$ cat config.mk
export PLATFORM = sky130hd
export DESIGN_NAME = http_chunked_body_decoder
export DESIGN_NICKNAME = d
export VERILOG_FILES = /design/src/hcbd_pkg.sv /design/src/hcbd_step.sv /design/src/hcbd_out_reg.sv /design/src/http_chunked_body_decoder.sv
export SDC_FILE = /design/constraint.sdc
export NUM_CORES = 1
export LEC_CHECK = 0
export BUFFER_PORTS_ARGS = -buffer_cell sky130_fd_sc_hd__clkbuf_2
export CAP_MARGIN = 20
export CORE_ASPECT_RATIO = 0.8
export CORE_UTILIZATION = 55
export DETAILED_ROUTE_END_ITERATION = 6
export PLACE_DENSITY = 0.81
export SLEW_MARGIN = 5
export SYNTH_ARGS = -nofsm -noshare
export SYNTH_HDL_FRONTEND = slang
export SYNTH_SLANG_ARGS = --single-unit
export TNS_END_PERCENT = 50
$ cat constraint.sdc
create_clock -name clk -period 9.5 [get_ports clk]
set_input_delay 1.425 -clock clk [delete_from_list [all_inputs] [get_ports clk]]
set_output_delay 1.425 -clock clk [all_outputs]
set_load 0.01 [all_outputs]
$ cat src/hcbd_pkg.sv
// hcbd_pkg: shared types, phase codes and byte constants for the chunked body decoder.
// No dependencies.
`timescale 1ns / 1ps

package hcbd_pkg;

  localparam int SIZE_BITS_DEFAULT = 32;

  localparam logic [2:0] PH_HDR       = 3'd0;
  localparam logic [2:0] PH_HDR_SKIP  = 3'd1;
  localparam logic [2:0] PH_SIZE      = 3'd2;
  localparam logic [2:0] PH_SIZE_SKIP = 3'd3;
  localparam logic [2:0] PH_BODY      = 3'd4;
  localparam logic [2:0] PH_TRAIL     = 3'd5;
  localparam logic [2:0] PH_DONE      = 3'd6;

  localparam logic [7:0] CHAR_CR = 8'h0D;
  localparam logic [7:0] CHAR_LF = 8'h0A;

  localparam logic [1:0] TRAIL_LEN = 2'd2;

  typedef struct packed {
    logic [2:0] phase;
    logic       line_nonempty;
    logic       hex_stopped;
    logic [1:0] skip_count;
  } ctrl_t;

  localparam ctrl_t CTRL_RESET = '{phase: PH_HDR, line_nonempty: 1'b0,
                                   hex_stopped: 1'b0, skip_count: 2'd0};

  typedef struct packed {
    logic       emit;
    logic [7:0] body_byte;
    logic       end_of_body;
    logic       size_error;
  } result_t;

  function automatic logic is_hex(input logic [7:0] b);
    logic r;
    r = (b inside {[8'h30:8'h39], [8'h41:8'h46], [8'h61:8'h66]});
    return r;
  endfunction

  function automatic logic [3:0] hex_val(input logic [7:0] b);
    logic [7:0] v;
    if (b inside {[8'h30:8'h39]}) begin
      v = b - 8'h30;
    end else if (b inside {[8'h41:8'h46]}) begin
      v = b - 8'h37;
    end else begin
      v = b - 8'h57;
    end
    return v[3:0];
  endfunction

endpackage

$ cat src/hcbd_step.sv
// hcbd_step: combinational parser step, one byte against the current parser state.
// Depends on hcbd_pkg.
`timescale 1ns / 1ps

module hcbd_step #(
  parameter int SIZE_BITS = hcbd_pkg::SIZE_BITS_DEFAULT
) (
  input  logic [7:0]           in_byte,
  input  logic                 start_message,
  input  hcbd_pkg::ctrl_t      ctrl,
  input  logic [SIZE_BITS-1:0] size_accum,
  input  logic [SIZE_BITS-1:0] bytes_left,
  output hcbd_pkg::ctrl_t      ctrl_next,
  output logic [SIZE_BITS-1:0] size_accum_next,
  output logic [SIZE_BITS-1:0] bytes_left_next,
  output hcbd_pkg::result_t    res
);

  hcbd_pkg::ctrl_t      cur;
  logic [SIZE_BITS-1:0] cur_size;
  logic [SIZE_BITS-1:0] cur_left;
  logic [SIZE_BITS-1:0] left_dec;
  logic [1:0]           skip_dec;
  logic                 is_delim;

  always_comb begin
    cur      = start_message ? hcbd_pkg::CTRL_RESET : ctrl;
    cur_size = start_message ? '0 : size_accum;
    cur_left = start_message ? '0 : bytes_left;
    left_dec = cur_left - {{(SIZE_BITS-1){1'b0}}, 1'b1};
    skip_dec = cur.skip_count - 2'd1;
    is_delim = (in_byte == hcbd_pkg::CHAR_CR) || (in_byte == hcbd_pkg::CHAR_LF);

    ctrl_next       = cur;
    size_accum_next = cur_size;
    bytes_left_next = cur_left;
    res             = '0;

    case (cur.phase)
      hcbd_pkg::PH_HDR: begin
        if (is_delim) begin
          ctrl_next.phase = hcbd_pkg::PH_HDR_SKIP;
        end else begin
          ctrl_next.line_nonempty = 1'b1;
        end
      end
      hcbd_pkg::PH_HDR_SKIP: begin
        if (cur.line_nonempty) begin
          ctrl_next.phase = hcbd_pkg::PH_HDR;
        end else begin
          ctrl_next.phase       = hcbd_pkg::PH_SIZE;
          ctrl_next.hex_stopped = 1'b0;
          size_accum_next       = '0;
        end
        ctrl_next.line_nonempty = 1'b0;
      end
      hcbd_pkg::PH_SIZE: begin
        if (is_delim) begin
          if (cur_size == '0) begin
            ctrl_next.phase = hcbd_pkg::PH_DONE;
            res.emit        = 1'b1;
            res.end_of_body = 1'b1;
          end else begin
            ctrl_next.phase = hcbd_pkg::PH_SIZE_SKIP;
          end
        end else if (!cur.hex_stopped) begin
          if (!hcbd_pkg::is_hex(in_byte)) begin
            ctrl_next.hex_stopped = 1'b1;
          end else if (cur_size[SIZE_BITS-1 -: 4] != 4'd0) begin
            ctrl_next.phase = hcbd_pkg::PH_DONE;
            res.emit        = 1'b1;
            res.end_of_body = 1'b1;
            res.size_error  = 1'b1;
          end else begin
            size_accum_next = {cur_size[SIZE_BITS-5:0], hcbd_pkg::hex_val(in_byte)};
          end
        end
      end
      hcbd_pkg::PH_SIZE_SKIP: begin
        bytes_left_next = cur_size;
        ctrl_next.phase = hcbd_pkg::PH_BODY;
      end
      hcbd_pkg::PH_BODY: begin
        bytes_left_next = left_dec;
        if (left_dec == '0) begin
          ctrl_next.phase      = hcbd_pkg::PH_TRAIL;
          ctrl_next.skip_count = hcbd_pkg::TRAIL_LEN;
        end
        res.emit      = 1'b1;
        res.body_byte = in_byte;
      end
      hcbd_pkg::PH_TRAIL: begin
        ctrl_next.skip_count = skip_dec;
        if (skip_dec == 2'd0) begin
          ctrl_next.phase       = hcbd_pkg::PH_SIZE;
          ctrl_next.hex_stopped = 1'b0;
          size_accum_next       = '0;
        end
      end
      default: begin
        ctrl_next.phase = hcbd_pkg::PH_DONE;
      end
    endcase
  end

endmodule

$ cat src/hcbd_out_reg.sv
// hcbd_out_reg: result register; frees the input side whenever the slot is empty or being taken.
// Depends on hcbd_pkg.
`timescale 1ns / 1ps

module hcbd_out_reg (
  input  logic              clk,
  input  logic              rst,
  input  logic              load,
  input  hcbd_pkg::result_t res,
  output logic              slot_free,
  output logic              out_valid,
  input  logic              out_ready,
  output logic [7:0]        body_byte,
  output logic              end_of_body,
  output logic              size_error
);

  logic       valid;
  logic [7:0] data_byte;
  logic       data_eob;
  logic       data_err;

  assign slot_free   = !valid || out_ready;
  assign out_valid   = valid;
  assign body_byte   = data_byte;
  assign end_of_body = data_eob;
  assign size_error  = data_err;

  always_ff @(posedge clk) begin
    if (rst) begin
      valid <= 1'b0;
    end else if (load && res.emit) begin
      valid <= 1'b1;
    end else if (out_ready) begin
      valid <= 1'b0;
    end
  end

  always_ff @(posedge clk) begin
    if (load && res.emit) begin
      data_byte <= res.body_byte;
      data_eob  <= res.end_of_body;
      data_err  <= res.size_error;
    end
  end

endmodule

$ cat src/http_chunked_body_decoder.sv
// http_chunked_body_decoder: top level of the chunked transfer body decoder.
// Depends on hcbd_pkg, hcbd_step and hcbd_out_reg.
//
//   channel | signals                            | role
//   --------+------------------------------------+------------------------------
//   in      | in_valid in_ready in_byte          | message bytes, headers included
//           | start_message                      | restart flag on first byte
//   out     | out_valid out_ready body_byte      | body bytes and end marker
//           | end_of_body size_error             |
//
// One item per cycle while in_ready is high; a result appears in the cycle after
// its item is taken, as the combinational parser step feeds the result register.
// Items that produce no result leave nothing in the result register.
// Reset (synchronous, active high) clears the parser state; no clearing pass.
// in_ready drops only while a result waits and out_ready is low.
`timescale 1ns / 1ps

module http_chunked_body_decoder #(
  parameter int SIZE_BITS = hcbd_pkg::SIZE_BITS_DEFAULT
) (
  input  logic       clk,
  input  logic       rst,
  input  logic       in_valid,
  output logic       in_ready,
  input  logic [7:0] in_byte,
  input  logic       start_message,
  output logic       out_valid,
  input  logic       out_ready,
  output logic [7:0] body_byte,
  output logic       end_of_body,
  output logic       size_error
);

  hcbd_pkg::ctrl_t      ctrl;
  hcbd_pkg::ctrl_t      ctrl_next;
  logic [SIZE_BITS-1:0] size_accum;
  logic [SIZE_BITS-1:0] size_accum_next;
  logic [SIZE_BITS-1:0] bytes_left;
  logic [SIZE_BITS-1:0] bytes_left_next;
  hcbd_pkg::result_t    res;
  logic                 slot_free;
  logic                 acc;

  assign in_ready = slot_free;
  assign acc      = in_valid && slot_free;

  hcbd_step #(
    .SIZE_BITS(SIZE_BITS)
  ) u_step (
    .in_byte        (in_byte),
    .start_message  (start_message),
    .ctrl           (ctrl),
    .size_accum     (size_accum),
    .bytes_left     (bytes_left),
    .ctrl_next      (ctrl_next),
    .size_accum_next(size_accum_next),
    .bytes_left_next(bytes_left_next),
    .res            (res)
  );

  hcbd_out_reg u_out (
    .clk        (clk),
    .rst        (rst),
    .load       (acc),
    .res        (res),
    .slot_free  (slot_free),
    .out_valid  (out_valid),
    .out_ready  (out_ready),
    .body_byte  (body_byte),
    .end_of_body(end_of_body),
    .size_error (size_error)
  );

  always_ff @(posedge clk) begin
    if (rst) begin
      ctrl       <= hcbd_pkg::CTRL_RESET;
      size_accum <= '0;
      bytes_left <= '0;
    end else if (acc) begin
      ctrl       <= ctrl_next;
      size_accum <= size_accum_next;
      bytes_left <= bytes_left_next;
    end
  end

  // size error only ever rides on the end marker
  assert property (@(posedge clk) disable iff (rst)
    out_valid && size_error |-> end_of_body)
    else $error("size_error without end_of_body");

  // once ended, bytes give nothing until a restart
  assert property (@(posedge clk) disable iff (rst)
    acc && !start_message && ctrl.phase == hcbd_pkg::PH_DONE |=> !out_valid)
    else $error("result produced after end of body");

  // an end marker leaves the parser in the ended phase
  assert property (@(posedge clk) disable iff (rst)
    acc && res.emit && res.end_of_body |=> ctrl.phase == hcbd_pkg::PH_DONE)
    else $error("end marker without ending the message");

  // a body byte always yields a plain data item
  assert property (@(posedge clk) disable iff (rst)
    acc && !start_message && ctrl.phase == hcbd_pkg::PH_BODY |=> out_valid && !end_of_body)
    else $error("body byte lost or marked as end");

endmodule

== After elaboration in Yosys (flattened, before gate mapping) ==
Cells that the tools add are included.
Operators by class
  reductions and logical operators: 16
  equality and inequality tests: 7
  $add $sub $neg: 5
  magnitude comparators: 6
  mux-type cells: 45
  bitwise gates (word level): 2
Operator list (count)
  2-to-1 mux 32 bit: 8
  one-hot mux 32 bit (3 select lines): 1
  zero test 32 bit: 2
  one-hot mux 32 bit (2 select lines): 1
  subtractor 32 x 1 -> 32 bit, second input constant: 1
  2-to-1 mux 3 bit: 8
  one-hot mux 3 bit (6 select lines): 1
  equality test 8 x 4 -> 1 bit, second input constant: 2
  >= comparator 8 x 7 -> 1 bit, second input constant: 2
  less-or-equal comparator 8 x 7 -> 1 bit, second input constant: 2
  2-to-1 mux 1 bit: 14
  2-to-1 mux 2 bit: 5
  >= comparator 8 x 6 -> 1 bit, second input constant: 1
  less-or-equal comparator 8 x 6 -> 1 bit, second input constant: 1
  2-to-1 mux 4 bit: 2
  subtractor 4 x 3 -> 4 bit, second input constant: 2
  2-to-1 mux 7 bit: 1
  equality test 3 x 2 -> 1 bit, second input constant: 2
  equality test 3 bit, second input constant: 2
  logical AND 1 bit: 5
  one-hot mux 1 bit (2 select lines): 2
  one-hot mux 2 bit (2 select lines): 1
  nonzero test 4 bit: 1
  OR reduction 4 bit: 1
  11 further kinds: 13
Storage, ports and cells
  word-level logic and storage cells: 91
  register bits after elaboration: 82

== Depth between registers and ports, before layout ==
Gate-level depths: netlist of the first run.
  word-level depth: 9
  gate-level depth with buffers: 15

== By module ==
A second synthesis of the first run with hierarchy kept.
Second synthesis, totals
  cell total of the unflattened synthesis: 801
  area total of the unflattened synthesis: 6623.9 sq um
By module, submodules not included
  http_chunked_body_decoder: area each 3397.0 sq um, times used 1, cells each 325
  hcbd_step: area each 2876.5 sq um, times used 1, cells each 461
  hcbd_out_reg: area each 350.3 sq um, times used 1, cells each 15

== Worst setup path after synthesis of the first run ==
OpenSTA, ideal clock, no wires.
  path type: input to register
  from: input start_message
  to: register ctrl[0] (netlist name)
  data arrival time: 4.419 ns
  library setup time: 0.115 ns
  setup slack: 4.966 ns
  required time: 9.385 ns
  stages: 13
  buffers on the path: 3
  cell sequence: clkbuf_1 clkbuf_1 clkbuf_1 nor2b_1 inv_1 ha_1 or4b_4 a22oi_4 a2bb2oi_2 or4_1 nor4_1 nand4_1 a31o_1
Between the ends
  cells in the longest elaborated chain, start to end: 5
RTL lines
  from (decl): line http_chunked_body_decoder.sv:26  | input logic start_message,
  2-to-1 mux 32 bit: line hcbd_step.sv:29  | cur_left = start_message ? '0 : bytes_left;
  subtractor 32 x 1 -> 32 bit: line hcbd_step.sv:30  | left_dec = cur_left - {{(SIZE_BITS-1){1'b0}}, 1'b1};
  zero test 32 bit: line hcbd_step.sv:85  | if (left_dec == '0) begin
  2-to-1 mux 2 bit: line hcbd_step.sv:85
  one-hot mux 2 bit (2 select lines) *: line hcbd_step.sv:39  | case (cur.phase)
Mark *: on every way between the ends. The rest lies on a longest branch, timed or not.
A chain may end at the register's enable or synchronous reset.

== Worst setup path after layout of the first run ==
  from: input start_message
  to: register ctrl[0] (netlist name)
Between the ends
  cells in the longest elaborated chain, start to end: 5
RTL lines (line)
  2-to-1 mux 32 bit: hcbd_step.sv:29
  subtractor 32 x 1 -> 32 bit: hcbd_step.sv:30
  zero test 32 bit: hcbd_step.sv:85
  2-to-1 mux 2 bit: hcbd_step.sv:85
  one-hot mux 2 bit (2 select lines) *: hcbd_step.sv:39
Marked as above.

==> impl_metrics.env, run 1 <==
export IMPL_status="completed"
export IMPL_drv_cap=0
export IMPL_initial_core_util_pct=58.1
export IMPL_nets=663
export IMPL_power_mw=0.886
export IMPL_start_kind="input port"
export IMPL_avgViaCountPerCell=6.98
export IMPL_crit_slowest_cell="nor4b_1"
export IMPL_die_area_mm2=0.00955
export IMPL_grt_pass1_wl_um=24900
export IMPL_synth_edf_count=10
export IMPL_syn_inst=648
export IMPL_relSlewSlack_pct=31.0
export IMPL_setup_ws_ns=4.28
export IMPL_grt_pass1_vias=4565
export IMPL_grt_overflow_total=0
export IMPL_ios=25
export IMPL_r2r_cells=11
export IMPL_wirelength_um=15900
export IMPL_crit_required_ns=9.73
export IMPL_stdcell_count=759
export IMPL_synth_area_mm2=0.00504
export IMPL_cts_resized=0
export IMPL_diodes=0
export IMPL_synth_nets=668
export IMPL_cts_setup_buffers=0
export IMPL_cp_depth=13
export IMPL_cts_hold_buf=0
export IMPL_place_congestion=0.960
export IMPL_ff2ff_setup_slack_ns=5.76
export IMPL_grt_use_total_pct=34.3
export IMPL_crit_type="in2reg"
export IMPL_period_needed_ns=5.22
export IMPL_cts_root_buf="clkbuf_16"
export IMPL_tightest_slew_ns=1.03
export IMPL_fin_crit_sh_pct=55.0
export IMPL_seq_area_frac_synth_pct=34.6
export IMPL_dr_total_vias=5300
export IMPL_cts_buffers=9
export IMPL_ant_nets=0
export IMPL_area_growth_pct=8.89
export IMPL_die_x_um=109
export IMPL_clock_latency_ns=0.34
export IMPL_ir_drop_v=0.000137
export IMPL_dp_slack_ns=4.11
export IMPL_die_h_um=87.6
export IMPL_drive_gt1_share_pct=9.89
export IMPL_drt_pre_antenna_iters=5
export IMPL_rsz0062_at_grt="false"
export IMPL_endpoint_kind="register"
export IMPL_rows=30
export IMPL_fmax_ghz=0.192
export IMPL_setup_viol_count_final=0
export IMPL_seqCellArea_mm2=0.00174
export IMPL_clock_path_buffers=2
export IMPL_multi_input_area_mm2=0.00304
export IMPL_grt_max_degree=75
export IMPL_synth_flop_cell="dfxtp_1"
export IMPL_final_hold_violation_count=0
export IMPL_cp_cell_sequence="clkbuf_2 -> buf_4 -> clkinv_1 -> buf_4 -> nand2_1 -> ha_1 -> nor4b_1 -> a21oi_1 -> nor4_1 -> xor2_1 -> nor4_1 -> nand4_1 -> a31o_1"
export IMPL_antenna_found_initial=0
export IMPL_cp_max_fo=47
export IMPL_whs_ns=0.508
export IMPL_clock_skew_ns=0.00573
export IMPL_fin_tns_setup_ns=0
export IMPL_coreArea_mm2=0.00867
export IMPL_drv_slew=0
export IMPL_yosysUniqueCellTypes=74
export IMPL_max_stage_delay_ns=0.68
export IMPL_portBuffers=24
export IMPL_crit_family="simple AND/OR/NAND/NOR gates"
export IMPL_p_per_area_mw_per_mm2=162
export IMPL_htree_levels=3
export IMPL_drc=0
export IMPL_path_buf_inv=4
export IMPL_syn_area_per_cell_um2=7.77
export IMPL_synth_seq_cells=82
export IMPL_wire_per_inst_um=20.9
export IMPL_cp_endpoint="ctrl[0]"
export IMPL_yosysWarnings=0
export IMPL_startpoint="start_message"
export IMPL_hold_path_class="reg2reg"
export IMPL_clock_sinks=82
export IMPL_hpwlAfterDp_um=10600
export IMPL_dp_cells=743
export IMPL_r2r_start="bytes_left[0]"
export IMPL_cts_tree="done"
export IMPL_synthArstFlopShare_pct=0
export IMPL_total_leakage_power_nw=2.02
export IMPL_critical_path_arrival_ns=5.46
export IMPL_path_clk_slew_ns=0.06
export IMPL_num_fill_cells=756
export IMPL_reg2reg_to="ctrl[0]"
export IMPL_dr_first_iter_drc_count=782
kinds of logic (layout without fill, tap and decap cells):
group                      count (synthesis)  after routing  synth area share [%]
buffers and inverters                     66             65                  5.12
AOI/OAI and AO/OA                        206            206                  28.3
DFF                                       82             82                  34.6
xor gates and xnor gates                  17             17                  2.96
adders and majority gates                  7              7                  1.74
and+or+nand+nor                          267            267                  26.7
muxes                                      3              3                 0.621
stage by stage:
stage / utilization (%) / cell area (um2)
3_3_place_gp: 59.7 / 5180
6_report: 63.2 / 5480
5_1_grt: 63.2 / 5480
2_1_floorplan: - / 5040
3_5_place_dp: 59.7 / 5180
4_1_cts: 63.2 / 5480
area by class of cell:
| type | count | share of cell area (%) |
|---|---|---|
| Clock inverter | 3 | 1.19 |
| Inverter | 14 | 0.958 |
| Tap cell | 112 | 2.56 |
| Sequential cell | 82 | 31.8 |
| Timing Repair Buffer | 36 | 3.76 |
| Multi-Input combinational cell | 500 | 55.5 |
| Clock buffer | 12 | 4.31 |
routing by layer:
layer | GRT usage [%] | part of all wire, %
met1 | 51.2 | 44
met2 | 47.8 | 41
met3 | 8.63 | 12
met4 | 10.7 | 1.9
met5 | 0 | 0
worst reg2reg max path, stage by stage, from the launching register on:
cell       delay (ns)
dfxtp_1          0.42
nor2b_1          0.29
inv_1            0.08
ha_1             0.34
nor4b_1          0.26
a21oi_1          0.62
a2111oi_0        0.31
a31oi_1          0.20
nand4_1          0.15
nor4_1           0.44
nand4_1          0.26
a31o_1           0.26
worst min path at each step:
| stage | start | end | slack, ns | cells past startpoint |
|---|---|---|---|---|
| after floorplan | size_accum[25] | size_accum[29] | 0.46 | 2 |
| after global placement | size_accum[29] | size_accum[29] | 0.49 | 2 |
| after detailed placement | size_accum[29] | size_accum[29] | 0.50 | 2 |
| after CTS | size_accum[29] | size_accum[29] | 0.51 | 2 |
| after global routing | size_accum[11] | size_accum[11] | 0.54 | 2 |
| final | size_accum[29] | size_accum[29] | 0.51 | 2 |
layout by cell type (no fill, tap or decap), types with 4 or more instances in the layout:
| cell type | synthesis | layout |
|---|---|---|
| a22o_1 | 4 | 4 |
| clkbuf_16 | 0 | 9 |
| o31ai_1 | 5 | 5 |
| clkbuf_1 | 43 | 4 |
| a21oi_1 | 46 | 46 |
| nand3_1 | 14 | 14 |
| a22oi_1 | 40 | 40 |
| o21bai_1 | 5 | 5 |
| nand2_1 | 49 | 49 |
| nor2_1 | 100 | 100 |
| nor2b_1 | 6 | 6 |
| ha_1 | 7 | 7 |
| o21ai_0 | 39 | 39 |
| nor3_1 | 20 | 19 |
| and2_1 | 8 | 8 |
| nor4_1 | 20 | 20 |
| xnor2_1 | 6 | 6 |
| edfxtp_1 | 10 | 10 |
| nand4_1 | 10 | 10 |
| buf_4 | 0 | 11 |
| nor4b_1 | 5 | 5 |
| or3_1 | 7 | 7 |
| a31oi_1 | 4 | 4 |
| nand2b_1 | 5 | 5 |
| clkbuf_2 | 1 | 24 |
| a221oi_1 | 11 | 11 |
| a211oi_1 | 7 | 7 |
| dfxtp_1 | 72 | 72 |
| nor3b_1 | 5 | 5 |
| xor2_1 | 11 | 11 |
| a311oi_1 | 4 | 4 |
| inv_1 | 13 | 13 |
cell usage after synthesis, drive strengths merged (3+ instances only):
master   instances  area (um2)
a311oi           4        35.0
a31oi            4        25.0
xor2            11        96.3
nor4            23         171
nor2           100         375
nand2b           5        31.3
o21bai           5        37.5
a22o             4        35.0
clkbuf          44         166
a2bb2oi          3        32.5
or4              4        33.8
inv             13        48.8
nand2           49         184
nor3b            5        37.5
nor3            22         120
o21ai           41         205
nor2b            6        37.5
nor4b            5        43.8
nand4           11        75.1
and2             8        50.1
a211oi           7        52.6
buf              8        38.8
o31ai            5        37.5
a221oi          11        96.3
ha               7        87.6
xnor2            6        52.6
or3              7        43.8
a21oi           46         230
nand3           14        70.1
o21a             3        22.5
dfxtp           72        1440
edfxtp          10         300
a2111oi          3        26.3
a22oi           41         322
a31o             3        26.3
registers in the layout (all words and copies together) (netlist names):
| signal | flops |
|---|---|
| u_out.out_valid | 1 |
| ctrl | 7 |
| u_out.end_of_body | 1 |
| u_out.size_error | 1 |
| size_accum | 32 |
| bytes_left | 32 |
| u_out.body_byte | 8 |
where the power goes:
group	total [mW]	switching [mW]	leakage [nW]	internal (mW)
registers	0.369	0.0126	0.690	0.357
logic	0.150	0.0985	1.18	0.0511
clock network	0.368	0.139	0.147	0.229
No activity file was read; power rests on OpenSTA's default activity.
==> run 2, diff against run 1 <==
clock period = 5.1 ns   (was 9.5 ns; I/O delays follow)
==> impl_metrics.env, run 2 (synthesis results as in run 1) <==
export IMPL_nets=665
export IMPL_die_h_um=87.6
export IMPL_seqPwrFrac_pct=42.8
export IMPL_place_congestion=0.968
export IMPL_rsz0062_at_grt="false"
export IMPL_cts_setup_buffers=0
export IMPL_final_common_cell="nor2_1"
export IMPL_crit_required_ns=5.33
export IMPL_cts_hold_buf=0
export IMPL_setup_viol_count_final=0
export IMPL_cts_buffers=9
export IMPL_period_needed_ns=4.04
export IMPL_total_leakage_power_nw=2.04
export IMPL_dr_first_iter_drc_count=600
export IMPL_cts_tree="done"
export IMPL_stdcell_count=762
export IMPL_ir_drop_v=0.000222
export IMPL_hold_path_class="reg2reg"
export IMPL_power_mw=1.61
export IMPL_layout_common_cells="nor2_1, dfxtp_1, nand2_1"
export IMPL_pwr_share_comb_pct=17.2
export IMPL_grt_overflow_total=0
export IMPL_portBuffers=24
export IMPL_clock_sinks=82
export IMPL_drc=0
export IMPL_coreArea_mm2=0.00867
export IMPL_final_hold_violation_count=0
export IMPL_fmax_ghz=0.248
export IMPL_antenna_found_initial=0
export IMPL_swShare_pct=29.1
export IMPL_die_area_mm2=0.00955
export IMPL_initial_core_util_pct=58.1
export IMPL_drive_gt1_share_pct=10.5
export IMPL_critical_path_arrival_ns=4.27
export IMPL_cp_max_fo=21
export IMPL_drv_slew=0
export IMPL_clock_latency_ns=0.34
export IMPL_wire_per_inst_um=20.3
export IMPL_clock_path_buffers=2
export IMPL_relSlewSlack_pct=34.2
export IMPL_dp_cells=744
export IMPL_clock_skew_ns=0.00723
export IMPL_fin_crit_sh_pct=79.2
export IMPL_cts_resized=0
export IMPL_wirelength_um=15400
export IMPL_grt_pass1_vias=4468
export IMPL_p_per_area_mw_per_mm2=292
export IMPL_grt_pass1_wl_um=24500
export IMPL_p_sw_mw=0.467
export IMPL_crit_type="in2reg"
export IMPL_diodes=0
export IMPL_p_int_mw=1.14
export IMPL_ios=25
export IMPL_cts_root_buf="clkbuf_16"
export IMPL_pwr_share_clk_pct=40.0
export IMPL_ant_nets=0
export IMPL_area_growth_pct=9.12
export IMPL_tightest_slew_ns=0.987
export IMPL_ff2ff_setup_slack_ns=1.45
export IMPL_rows=30
export IMPL_dr_total_vias=5204
export IMPL_grt_max_degree=61
export IMPL_die_x_um=109
export IMPL_avgViaCountPerCell=6.83
export IMPL_endpoint_kind="register"
export IMPL_grt_use_total_pct=33.8
export IMPL_hpwlAfterDp_um=10700
export IMPL_drt_pre_antenna_iters=5
export IMPL_status="completed"
export IMPL_htree_levels=3
export IMPL_start_kind="input port"
export IMPL_path_clk_slew_ns=0.06
export IMPL_fin_tns_setup_ns=0
export IMPL_drv_cap=0
## run 2: cell count changes in the layout (fill, tap and decap cells not counted), sizes merged
cell,change
clkinvlp,+1
dlymetal6s2s,+1
buf,+2
bufinv,-1
clkbuf,-2
clkinv,+2
## run 2: cell type report
class	count	area, um2
fill	780	3180
multi-input combinational	500	3040
sequential	82	1740
clock buffer	11	233
timing repair buffer	38	230
tap	112	140
clock inverter	5	56.3
inverter	14	52.6
## run 2: path summary, 6_finish.rpt
path,startpoint,to,cells after the start
worst max-delay path,start_message,ctrl[0],12
worst min register to register,size_accum[29],size_accum[29],2
worst max register to register,bytes_left[0],ctrl[0],11
worst min-delay path,size_accum[29],size_accum[29],2
## run 2: worst max-delay path: stages
cell and delay, ns:
clkbuf_2 0.36, clkinv_1 0.17, nand2_1 0.13, ha_1 0.42
nor4b_1 0.66, a21oi_1 0.34, nor4b_1 0.32, a211o_1 0.19
nand4_1 0.10, nor4_1 0.32, nand4_1 0.24, a31o_1 0.26
## run 2: power by group through the flow
stage | clock (mW) | sequential, mW | combinational, mW
floorplan | 0 | 0.691 | 0.204
global placement | 0 | 0.700 | 0.266
detailed placement | 0 | 0.701 | 0.266
CTS | 0.652 | 0.686 | 0.268
global route | 0.675 | 0.689 | 0.300
finish | 0.642 | 0.687 | 0.276
## run 2: metal layers
metal  part of all wire, %  routed length, um  vias to the layer above  track usage [%]
met4                   1.7                262                        0             8.60
met1                    45               6970                     2456             52.1
met5                     0                  0                        -                0
met3                    11               1680                       30             7.59
met2                    42               6520                      308             46.9
li1                      -                  -                     2410                -
## run 2: per-stage QoR
| step | util [%] | hold WS (ns) | setup slack [ns] | instance area, um2 |
|---|---|---|---|---|
| 2_1_floorplan | - | 0.459 | 1.23 | 5040 |
| 3_3_place_gp | 59.8 | 0.491 | 0.983 | 5190 |
| 3_5_place_dp | 59.8 | 0.498 | 0.838 | 5190 |
| 4_1_cts | 63.1 | 0.506 | 1.18 | 5480 |
| 5_1_grt | 63.4 | 0.536 | 0.706 | 5500 |
| 6_report | 63.4 | 0.504 | 1.06 | 5500 |
==> run 3, diff against run 2 <==
clock period = 3.8 ns   (was 5.1 ns; I/O delays follow)
==> impl_metrics.env, run 3 (synthesis results as in run 1) <==
export IMPL_r2r_start="bytes_left[2]"
export IMPL_crit_required_ns=4.04
export IMPL_clock_sinks=82
export IMPL_setup_viol_count_final=0
export IMPL_ff2ff_setup_slack_ns=0.47
export IMPL_ir_drop_v=0.000344
export IMPL_avgViaCountPerCell=6.96
export IMPL_swShare_pct=30.5
export IMPL_period_needed_ns=3.33
export IMPL_tightest_slew_ns=1.01
export IMPL_seqPwrFrac_pct=41.6
export IMPL_wire_per_inst_um=20.8
export IMPL_max_stage_delay_ns=0.51
export IMPL_crit_type="reg2reg"
export IMPL_portBuffers=24
export IMPL_seqCellArea_mm2=0.00174
export IMPL_die_x_um=109
export IMPL_hold_path_class="reg2reg"
export IMPL_htree_levels=3
export IMPL_hpwlAfterDp_um=11100
export IMPL_pwr_share_clk_pct=40.6
export IMPL_cp_cell_sequence="nor3_2 -> nand2_1 -> nor4_1 -> xor2_1 -> or4_1 -> nor4_1 -> nand4_1 -> a31o_1"
export IMPL_final_common_cell="nor2_1"
export IMPL_hp_start="size_accum[29]"
export IMPL_drv_cap=0
export IMPL_num_fill_cells=727
export IMPL_antenna_found_initial=0
export IMPL_wirelength_um=16000
export IMPL_diodes=0
export IMPL_clock_skew_ns=0.00576
export IMPL_ant_nets=0
export IMPL_cts_root_buf="clkbuf_16"
export IMPL_dpl_cell_area_mm2=0.00528
export IMPL_p_sw_mw=0.674
export IMPL_cts_resized=0
export IMPL_cp_max_fo=9
export IMPL_crit_top_cell="nor4_1"
export IMPL_fin_crit_sh_pct=87.6
export IMPL_coreArea_mm2=0.00867
export IMPL_grt_overflow_total=0
export IMPL_dp_cells=756
export IMPL_grt_use_total_pct=34.9
export IMPL_endpoint_kind="register"
export IMPL_drv_slew=0
export IMPL_critical_path_arrival_ns=3.57
export IMPL_clock_path_buffers=2
export IMPL_p_per_area_mw_per_mm2=396
export IMPL_pwr_share_comb_pct=17.8
export IMPL_worst_hold_path_endpoint="size_accum[29]"
export IMPL_grt_pass1_vias=4693
export IMPL_crit_family="simple AND/OR/NAND/NOR gates"
export IMPL_ios=25
export IMPL_final_hold_violation_count=0
export IMPL_fin_tns_setup_ns=0
export IMPL_die_h_um=87.6
export IMPL_total_leakage_power_nw=2.08
export IMPL_grt_pass1_wl_um=25300
export IMPL_r2r_cells=8
export IMPL_stdcell_area_mm2=0.00558
export IMPL_stdcell_count=772
export IMPL_cts_buffers=9
export IMPL_place_congestion=0.929
export IMPL_dr_first_iter_drc_count=796
export IMPL_fmax_ghz=0.300
export IMPL_worstHoldPathCells=2
export IMPL_status="completed"
export IMPL_multi_input_area_mm2=0.00304
export IMPL_grt_max_degree=39
export IMPL_drive_gt1_share_pct=12.3
export IMPL_path_clk_slew_ns=0.07
export IMPL_die_area_mm2=0.00955
export IMPL_power_mw=2.21
export IMPL_nets=675
export IMPL_cts_setup_buffers=0
export IMPL_start_kind="register"
export IMPL_cts_hold_buf=0
export IMPL_rsz0062_at_grt="false"
export IMPL_area_growth_pct=10.8
export IMPL_dr_total_vias=5373
export IMPL_drc=0
export IMPL_drt_pre_antenna_iters=6
export IMPL_path_buf_inv=0
export IMPL_reg2reg_to="ctrl[0]"
export IMPL_initial_core_util_pct=58.1
export IMPL_p_int_mw=1.54
export IMPL_relSlewSlack_pct=32.2
export IMPL_rows=30
export IMPL_cts_tree="done"
export IMPL_layout_common_cells="nor2_1, dfxtp_1, nand2_1"
export IMPL_crit_slowest_cell="nor3_2"
export IMPL_whs_ns=0.519
export IMPL_clock_latency_ns=0.35
[run 3: cell type report]
type                            instances  area share [%]
Clock buffer                           11            4.73
Clock inverter                          5           0.740
Inverter                               14           0.941
Multi-Input combinational cell        500            54.5
Sequential cell                        82            31.2
Tap cell                              112            2.51
Timing Repair Buffer                   48            5.38
[run 3: per-layer routing]
metal	GRT usage, %	up-vias	wire length (um)
li1	-	2438	-
met1	49.6	2486	6910
met2	50.9	391	6680
met3	9.45	58	1960
met4	11.5	0	496
met5	0	-	0
[run 3: how the worst max path moves through the flow]
stage                  startpoint  slack, ns  depth (start not counted)  endpoint
global route        bytes_left[2]       0.25                          8   ctrl[0]
global placement    start_message       0.50                         10   ctrl[0]
CTS                 bytes_left[2]       0.52                          8   ctrl[0]
detailed placement  start_message       0.41                         13   ctrl[0]
finish              bytes_left[2]       0.47                          8   ctrl[0]
floorplan           start_message       0.12                         13   ctrl[0]
[run 3: power by group through the flow]
stage / Sequential [mW] / Clock (mW) / Combinational, mW
floorplan: 0.927 / 0 / 0.273
global placement: 0.938 / 0 / 0.372
detailed placement: 0.939 / 0 / 0.376
CTS: 0.919 / 0.898 / 0.379
global route: 0.923 / 0.920 / 0.425
finish: 0.921 / 0.898 / 0.393
[run 3: worst min-delay path, cell delays in order (launching register included)]
cell and delay [ns]:
dfxtp_1 0.33, o21ai_0 0.08, a21oi_1 0.06
[run 3: stage by stage]
step	worst slack (ns)	utilization (%)
3_3_place_gp	0.504	60.9
5_1_grt	0.248	64.4
3_5_place_dp	0.412	60.9
4_1_cts	0.522	64.4
2_1_floorplan	0.121	-
6_report	0.470	64.4
